$ cat config.mk
export PLATFORM = sky130hd
export DESIGN_NAME = lip_divider
export DESIGN_NICKNAME = d
export VERILOG_FILES = /design/src/hdl/lip_pkg.sv /design/src/hdl/lip_divider.sv
export SDC_FILE = /design/constraint.sdc
export NUM_CORES = 1
export LEC_CHECK = 0
export BUFFER_PORTS_ARGS = -buffer_cell sky130_fd_sc_hd__buf_2
export CAP_MARGIN = 20
export CORE_ASPECT_RATIO = 1.1
export CORE_UTILIZATION = 62
export CTS_CLUSTER_DIAMETER = 30
export DETAILED_ROUTE_END_ITERATION = 6
export HOLD_SLACK_MARGIN = 0.03
export PLACE_DENSITY = 0.94
export SETUP_SLACK_MARGIN = 0.05
export SLEW_MARGIN = 20
export SYNTH_ARGS = -nofsm -noshare
export SYNTH_HDL_FRONTEND = slang
export SYNTH_SLANG_ARGS = --single-unit
$ cat constraint.sdc
create_clock -name clk -period 4.8 [get_ports clk]
set_clock_uncertainty 0.1 [all_clocks]
set_input_delay 0.24 -clock clk [delete_from_list [all_inputs] [get_ports clk]]
set_output_delay 0.24 -clock clk [all_outputs]
set_load 0.03 [all_outputs]
$ cat src/hdl/lip_pkg.sv
// Shared constants, codes and a helper function of the interpolation weight engine.
`timescale 1ns / 1ps

package lip_pkg;

  localparam int MAX_POINTS = 256;
  localparam int FRAC_BITS  = 16;

  localparam int IDX_W = (MAX_POINTS > 2) ? $clog2(MAX_POINTS) : 1;
  localparam int CNT_W = $clog2(MAX_POINTS + 1);

  localparam int VAL_W    = 32;
  localparam int OUT_IDX_W = 8;
  localparam int DEN_W    = VAL_W + 1;
  localparam int NUM_W    = DEN_W + FRAC_BITS;
  localparam int QUO_W    = NUM_W + 1;
  localparam int WIDE_W   = NUM_W + 2;
  localparam int DIV_CNT_W = $clog2(NUM_W + 1);

  localparam logic [1:0] OP_APPEND = 2'd0;
  localparam logic [1:0] OP_QUERY  = 2'd1;
  localparam logic [1:0] OP_CLEAR  = 2'd2;

  localparam logic [1:0] ST_OK        = 2'd0;
  localparam logic [1:0] ST_FEW       = 2'd1;
  localparam logic [1:0] ST_ZERO_SPAN = 2'd2;

  function automatic logic signed [VAL_W-1:0] sat_val(input logic signed [WIDE_W-1:0] v);
    logic signed [WIDE_W-1:0] hi;
    logic signed [WIDE_W-1:0] lo;
    hi = $signed({{(WIDE_W-VAL_W+1){1'b0}}, {(VAL_W-1){1'b1}}});
    lo = $signed({{(WIDE_W-VAL_W+1){1'b1}}, {(VAL_W-1){1'b0}}});
    if (v > hi) begin
      return hi[VAL_W-1:0];
    end else if (v < lo) begin
      return lo[VAL_W-1:0];
    end
    return v[VAL_W-1:0];
  endfunction

endpackage

$ cat src/hdl/lip_divider.sv
// Bit-serial signed divider, one quotient bit per cycle, truncating toward zero.
`timescale 1ns / 1ps

module lip_divider
  import lip_pkg::*;
(
  input  logic                    clk,
  input  logic                    rst_n,
  input  logic                    start,
  input  logic signed [NUM_W-1:0] dividend,
  input  logic signed [DEN_W-1:0] divisor,
  output logic                    done,
  output logic signed [QUO_W-1:0] quotient
);

  logic                 busy_r;
  logic                 done_r;
  logic [DIV_CNT_W-1:0] cnt_r;
  logic [NUM_W-1:0]     num_r;
  logic [DEN_W-1:0]     den_r;
  logic [DEN_W-1:0]     rem_r;
  logic                 neg_r;

  logic [DEN_W:0]   rem_sh;
  logic [DEN_W+1:0] trial;
  logic             ge;

  always_comb begin
    rem_sh = {rem_r, num_r[NUM_W-1]};
    trial  = {1'b0, rem_sh} - {2'b00, den_r};
    ge     = ~trial[DEN_W+1];
  end

  always_ff @(posedge clk) begin
    if (!rst_n) begin
      busy_r <= 1'b0;
      done_r <= 1'b0;
    end else begin
      done_r <= 1'b0;
      if (start) begin
        busy_r <= 1'b1;
      end else if (busy_r && cnt_r == DIV_CNT_W'(1)) begin
        busy_r <= 1'b0;
        done_r <= 1'b1;
      end
    end
  end

  always_ff @(posedge clk) begin
    if (start) begin
      cnt_r <= DIV_CNT_W'(NUM_W);
      num_r <= dividend[NUM_W-1] ? (~dividend + 1'b1) : dividend;
      den_r <= divisor[DEN_W-1] ? (~divisor + 1'b1) : divisor;
      rem_r <= '0;
      neg_r <= dividend[NUM_W-1] ^ divisor[DEN_W-1];
    end else if (busy_r) begin
      cnt_r <= cnt_r - 1'b1;
      num_r <= {num_r[NUM_W-2:0], ge};
      rem_r <= ge ? trial[DEN_W-1:0] : rem_sh[DEN_W-1:0];
    end
  end

  assign done     = done_r;
  assign quotient = neg_r ? -$signed({1'b0, num_r}) : $signed({1'b0, num_r});

endmodule

# Word level (Yosys, flattened, before mapping)
# Cells that the tools add are included.
# word_totals
input_bits	85
ff_bits	124
# op_classes
n_reduce_logical	4
addsub	5
bitwise_logic	5
n_mux	9
n_eq_ne	1
# op_table
cell	n
49-bit 2-to-1 mux	3
50-bit 2-to-1 mux	1
49-bit negator with 50-bit output	1
49-bit by 1-bit adder with 49-bit output, second input constant	1
49-bit NOT	1
34-bit by 33-bit subtractor with 35-bit output	1
33-bit by 1-bit adder with 33-bit output, second input constant	1
33-bit 2-to-1 mux	1
33-bit NOT	1
32-bit 2-to-1 mux	1
6-bit by 1-bit equality test with 1-bit output, second input constant	1
6-bit by 1-bit subtractor with 6-bit output, second input constant	1
2-bit nonzero test	2
1-bit 2-to-1 mux	3
1-bit NOT	2
2-bit OR reduction	1
1-bit logical AND	1
1-bit bitwise XOR	1

# Depth between registers and ports, before layout
# Gate-level depths: netlist (run 1).
# logic_depth
word_depth	4
ltp_mapped	15
ltp_nobuf	12

# Least setup slack after synthesis (run 1)
# No wires, ideal clock.
# synth_timing
path_type	flip-flop to output port
startpoint	register num_r[16]
endpoint	output port quotient[43]
required_ns	4.460
arrival_ns	2.874
path_stages_with_launch	8
slack_ns	1.586
path_buffers	0
path_cell_list	edfxtp_1 or4_1 or4_1 or2_2 nor2_1 nand4b_2 o31a_1 xor2_1
# synth_via
elab_chain_len	2
# synth_lines
element	line	source
from (decl)	lip_divider.sv:19	logic [NUM_W-1:0] num_r;
from (signal assigned)	lip_divider.sv:52	num_r <= dividend[NUM_W-1] ? (~dividend + 1'b1) : dividend;
from (signal assigned)	lip_divider.sv:58	num_r <= {num_r[NUM_W-2:0], ge};
49-bit negator with 50-bit output	lip_divider.sv:64	assign quotient = neg_r ? -$signed({1'b0, num_r}) : $signed({1'b0, num_r});
50-bit 2-to-1 mux	lip_divider.sv:64	
to (decl)	lip_divider.sv:13	output logic signed [QUO_W-1:0] quotient
# Every way passes these cells.

# Worst setup path in the final report (run 1)
# layout_timing
startpoint	register num_r[15]
endpoint	output port quotient[41]
# The elaborated chain is that of the path after synthesis.

==> results of run 1 <==
[power groups by stage]
stage	combinational [uW]	sequential, uW	clock, uW
after floorplan	873	1360	0
after global placement	1120	1380	0
after detailed placement	1160	1390	0
after CTS	1180	1370	1370
after global routing	1300	1380	1420
final	1190	1370	1360
[registers in the layout, summed over array words and instances, names as in the netlist]
signal and count:
rem_r 33, done 1, neg_r 1, num_r 49
den_r 33, cnt_r 6, busy_r 1
[metrics by stage]
step / area (um2) / instances / hold WS, ns / total power [uW] / worst slack (ns)
final: 10830 / 1382 / 0.03300 / 3924 / 0.8411
after CTS: 10830 / 1382 / 0.03001 / 3912 / 0.8606
after global placement: 10100 / 1340 / 0.3676 / 2502 / 1.137
after detailed placement: 10100 / 1340 / 0.3753 / 2543 / 1.030
after floorplan: 9356 / 1062 / 0.2389 / 2229 / 1.586
after global routing: 10830 / 1382 / 0.03639 / 4094 / 0.6903
[worst reg2reg max path, cell delays in order (launching register included)]
cell and delay, ns:
edfxtp_1 0.32, inv_1 0.05, ha_1 0.39, a21oi_1 0.40, o211ai_1 0.15, a21boi_0 0.34, a31oi_1 0.26, a31oi_1 0.32
o21a_2 0.69, buf_4 0.35, mux2i_1 0.22, a211oi_1 0.09
[final cells by class]
type                            count  area, um2  share of cell area
Clock buffer                       24      481.7             0.04449
Clock inverter                      7      137.6             0.01271
Inverter                           58      217.7             0.02011
Multi-Input combinational cell    827       5618              0.5188
Sequential cell                   124       3314              0.3061
Tap cell                          192      240.2             0.02219
Timing Repair Buffer              150      818.3             0.07557
[cell usage in the layout, fill, tap and decap left out, drive strengths merged, types with 41 or more instances in the layout]
| master | n |
|---|---|
| a21oi | 89 |
| buf | 139 |
| dfxtp | 41 |
| edfxtp | 83 |
| inv | 58 |
| nand2 | 72 |
| nor2 | 112 |
| o21ai | 58 |
| xnor2 | 96 |
| xor2 | 59 |
[path summary, 6_finish.rpt]
check                            startpoint      endpoint  slack [ns]  cells after the start
worst min register to register    rem_r[32]     rem_r[32]        0.40                      2
worst max register to register     den_r[9]     rem_r[25]        0.95                     11
worst max-delay path              num_r[15]  quotient[41]        0.84                      8
worst min-delay path            divisor[25]     den_r[25]        0.03                      2
[cells by family after synthesis]
kind of cell,count (synthesis),synth area share
AOI/OAI and AO/OA,293,0.2069
xor gates and xnor gates,155,0.1451
adders and majority gates,39,0.05296
buffers and inverters,111,0.04560
DFF,124,0.3541
muxes,27,0.02929
and+or+nand+nor,313,0.1661
[routing by layer]
metal  part of all wire  wire [um]  vias to the layer above  GRT usage
li1                   -          -                     4091          -
met1               0.41       9667                     3995     0.3965
met2               0.48      11260                      433     0.5277
met3              0.078       1824                       60    0.04253
met4              0.025        587                        0     0.1333
met5                  0          0                        -          0
[repair_timing]
| item | CTS | global route |
|---|---|---|
| hold endpoints to repair | 13 | 0 |
| setup endpoints to repair | 0 | 0 |
| hold buffers | 11 | 0 |
==> reports/metrics.yaml, run 1 <==
timing:
  hold_viol_final: 0
  finalCritPeriodShare: 0.8248
  fin_crit_ns: 3.959
  rsz0062_at_grt: "no"
  fmax_mhz: 252.6
  setup_violations: 0
  fin_setup_tns_ns: 0
  worst_slew_pin_slew_ns: 1.048
  drv_slew: 0
  slew_headroom: 0.3004
drt:
  wl_per_cell_um: 16.89
  ant_nets: 0
  wirelength_mm: 23.34
  via_count: 8579
  via_per_inst: 6.208
  dr.pass1.iters: 7
  drc_errors: 0
  dr.first_iter.drc_count: 1090
pwr:
  power_frac_clock: 0.347
  p_leak_uw: 0.004395
  irDropWorstVdd_mv: 0.2026
  p_switching_uw: 1300
  p_int_uw: 2624
  power_density_nw_per_um2: 362.4
  swShare: 0.3312
  p_comb_frac: 0.304
  seqPwrFrac: 0.349
critical_path:
  cp-start-kind: "flop"
  worst_ep_arrival_time_ns: 3.62
  max_stage_delay_ns: 0.57
  path_buf_inv: 1
  path_cells: "or4_1, or4_1, or2_2, nor2_1, nand4b_2, o41ai_1, xnor2_1, buf_2"
  critPathKind: "flop to output port"
  cpMostUsedCell: "or4_1"
  crit_slowest_cell: "or4_1"
  cp_max_fo: 9
  crit_required_ns: 4.46
  endpoint_kind: "output port"
  crit_family: "simple AND/OR/NAND/NOR gates"
die:
  die_y_um: 130.8
  num_io_pins: 136
  core.rowCount: 46
  start_util: 0.6426
  die_w_um: 119.1
  dieArea_um2: 15590
  core_um2: 14560
synth:
  ys_seq_area_frac: 0.3541
  synth.largest_area_cell: "edfxtp_1"
  ys.flop_type: "edfxtp_1"
  synth_area_leaders: "edfxtp_1 27%, xnor2_1 9.0%, dfxtp_1 8.8%"
  ys_types: 72
  synth_most_common_cell: "nor2_1"
  synthCells: 1062
  synth_fp_nets: 1186
  syn_area_um2: 9356
  syn_avg_cell_area_um2: 8.810
  synth_common_cells: "112 x nor2_1, 96 x xnor2_1, 89 x a21oi_1"
  synth_edf_count: 83
  ys_ff_latch: 124
  synth_top_area_frac: 0.2664
  yosysWarnings: 0
  synth-async-reset-ratio: 0
cells_and_area:
  area_growth_pct: 15.73
  fin_util: 0.7436
  fillers: 1004
  diodes: 0
  drive_gt1_frac: 0.1697
  final_nets: 1302
grt:
  overflow: 0
  antenna_found_initial: 0
  grt_usage: 0.3096
  grt_max_degree: 84
  grt_pass1_vias: 7970
  grt_pass1_wl_mm: 38.27
placement:
  place.gp.congestion: 0.9847
  hpwl_mm: 16.33
  port-buffer-count: 135
cts:
  clock_latency_ns: 0.43
  clock-sinks: 124
  post-cts-setup-buffers: 0
  clk_path_buf_depth: 2
  cts_tree: "yes"
  cts_made_buffers: 17
  clockRootBuffer: "clkbuf_16"
  cts_resized: 0
  clk_pin_slew_ns: 0.06
  htreeDepth: 4
status:
  status: "completed"
worst_hold_path:
  min_path_type: "primary input to flop"
job:
  cap_violations: 0
Note: power is estimated with default switching activity, not from simulation.
==> inputs of run 2 (changes only) <==
- CORE_UTILIZATION: 62 -> 59
- PLACE_DENSITY: 0.94 -> 0.9
- clock period: 4.8 -> 3.9 ns (I/O delays scaled with it)
==> reports/metrics.yaml, run 2 (synthesis results as in run 1) <==
status:
  status: "completed"
cells_and_area:
  regArea_um2: 3314  # unchanged
  final_nets: 1329  # +2.1%
  area_growth_pct: 18.87
  drive_gt1_frac: 0.1790  # +0.009234
  fin_util: 0.7274  # -0.01619
  layout_commonest_cell: "buf_2"
  multi_input_area_um2: 5644  # +0.47%
  fillers: 1058  # +5.4%
  reg.largest.list: "num_r (49), den_r (33), rem_r (33)"
  largest_reg_flops: 49  # unchanged
  diodes: 0  # unchanged
  largest-register: "num_r"
  final_cell_mix: "134 x buf_2, 110 x nor2_1, 96 x xnor2_1, 89 x a21oi_1, 83 x edfxtp_1"
pwr:
  irDropWorstVdd_mv: 0.3474  # +71%
  p_comb_frac: 0.310  # +0.006
  swShare: 0.3434  # +0.01212
  power_density_nw_per_um2: 431.4  # +19%
  power_uw: 4797  # +22%
  p_switching_uw: 1647  # +27%
  power_frac_clock: 0.337  # -0.010
  p_leak_uw: 0.004542  # +3.3%
  seqPwrFrac: 0.353  # +0.004
  p_int_uw: 3150  # +20%
drt:
  wl_met3_mm: 1.763  # -3.3%
  dr.pass1.iters: 6  # -1
  top_layer_used: "met4"
  via_per_inst: 6.194  # -0.21%
  wl_met2_mm: 11.86  # +5.3%
  wirelength_mm: 24.19  # +3.6%
  dr.first_iter.drc_count: 688  # -37%
  wl_met1_mm: 9.915  # +2.6%
  drc_errors: 0  # unchanged
  via_count: 8759  # +2.1%
  ant_nets: 0  # unchanged
  wl_per_cell_um: 17.11  # +1.3%
critical_path:
  cp-start-kind: "flop"
  crit_required_ns: 3.61  # -0.85 ns
  worst_ep_arrival_time_ns: 3.45  # -0.17 ns
  endpoint_kind: "output port"
  critPathKind: "flop to output port"
  cp_max_fo: 8  # -1
  r2r_setup_slack_ns: 0.43  # -0.52 ns
timing:
  hold_viol_final: 0  # unchanged
  slew_headroom: 0.3018  # +0.001471
  rsz0062_at_grt: "no"
  setup_ws_ns: 0.1581  # -0.6830 ns
  fin_crit_ns: 3.742
  fin_setup_tns_ns: 0  # unchanged
  hold-worst-slack_ns: 0.07064  # +0.03764 ns
  worst_slew_pin_slew_ns: 1.046  # -0.002203 ns
  finalCritPeriodShare: 0.9595
  fmax_mhz: 267.2
  drv_slew: 0  # unchanged
  setup_violations: 0  # unchanged
placement:
  hpwl_mm: 16.63  # +1.8%
  port-buffer-count: 135  # unchanged
  dpl_worst_slack_ns: 0.5377  # -0.4919 ns
  place.gp.congestion: 1.002  # +1.8%
die:
  die_w_um: 122.1  # +2.5%
  start_util: 0.6119  # -0.03060
  die_y_um: 134.1  # +2.5%
  core_um2: 15290  # +5.0%
  core.rowCount: 47  # +2.2%
  num_io_pins: 136  # unchanged
  dieArea_um2: 16370  # +5.0%
grt:
  grt_usage: 0.2962  # -0.01341
  grt_pass1_wl_mm: 38.53  # +0.67%
  grt_pass1_vias: 8198  # +2.9%
  grt_max_degree: 75  # -11%
  overflow: 0  # unchanged
  antenna_found_initial: 0  # unchanged
cts:
  clockRootBuffer: "clkbuf_16"
  clk_pin_slew_ns: 0.06  # about the same
  clock_latency_ns: 0.42  # about the same
  htreeDepth: 4  # unchanged
  clock-sinks: 124  # unchanged
  cts_made_buffers: 17  # unchanged
  cts_tree: "yes"
  clk_path_buf_depth: 2  # unchanged
  post-cts-setup-buffers: 0  # unchanged
job:
  cap_violations: 0  # unchanged
worst_hold_path:
  min_path_type: "primary input to flop"
[run 2: cell types whose count changed in the layout (fill, tap and decap cells not counted), sizes merged]
| cell | before | now |
|---|---|---|
| clkinv | 2 | 7 |
| clkbuf | 24 | 21 |
| bufinv | 4 | 1 |
| dlygate4sd3 | 11 | 31 |
| inv | 58 | 60 |
| buf | 139 | 146 |
[run 2: area by class of cell]
class / count / share of cell area
clock buffer: 21 / 0.04624
clock inverter: 11 / 0.009225
inverter: 58 / 0.01957
multi-input combinational: 827 / 0.5075
sequential: 124 / 0.2980
tap: 196 / 0.02205
timing repair buffer: 177 / 0.09742
[run 2: worst max-delay path: stages (launching register included)]
cell	delay, ns
edfxtp_1	0.46
or3_1	0.40
or2_1	0.25
or3_1	0.34
or3_1	0.49
o41a_1	0.49
a21oi_1	0.20
xnor2_1	0.15
buf_2	0.23
[run 2: power by group through the flow]
stage | combinational (uW) | clock [uW] | sequential, uW
floorplan | 1070 | 0 | 1670
global placement | 1390 | 0 | 1700
CTS | 1470 | 1630 | 1690
finish | 1490 | 1620 | 1690
global route | 1620 | 1680 | 1710
detailed placement | 1430 | 0 | 1710
[run 2: path summary, 6_finish.rpt]
check,cells after the start,end,start
worst min-delay path,2,den_r[2],divisor[2]
worst max-delay path,8,quotient[46],num_r[8]
worst min register to register,2,rem_r[32],rem_r[32]
worst max register to register,13,rem_r[11],num_r[48]
[run 2: metal layers]
layer	vias to the layer above	GRT usage
met2	447	0.5113
met5	-	0
met4	0	0.1131
met1	4100	0.3650
met3	60	0.05315
li1	4152	-
[run 2: timing repair]
| item | in CTS | in global routing |
|---|---|---|
| gates resized for setup | 0 | 5 |
| endpoints found under the setup margin | 0 | 8 |
| endpoints found under the hold margin | 33 | 0 |
| hold buffers | 31 | 0 |
[run 2: metrics by stage]
stage	area, um2	cells
floorplan	9356	1062
global placement	10170	1351
detailed placement	10170	1351
CTS	11100	1414
global route	11120	1414
finish	11120	1414
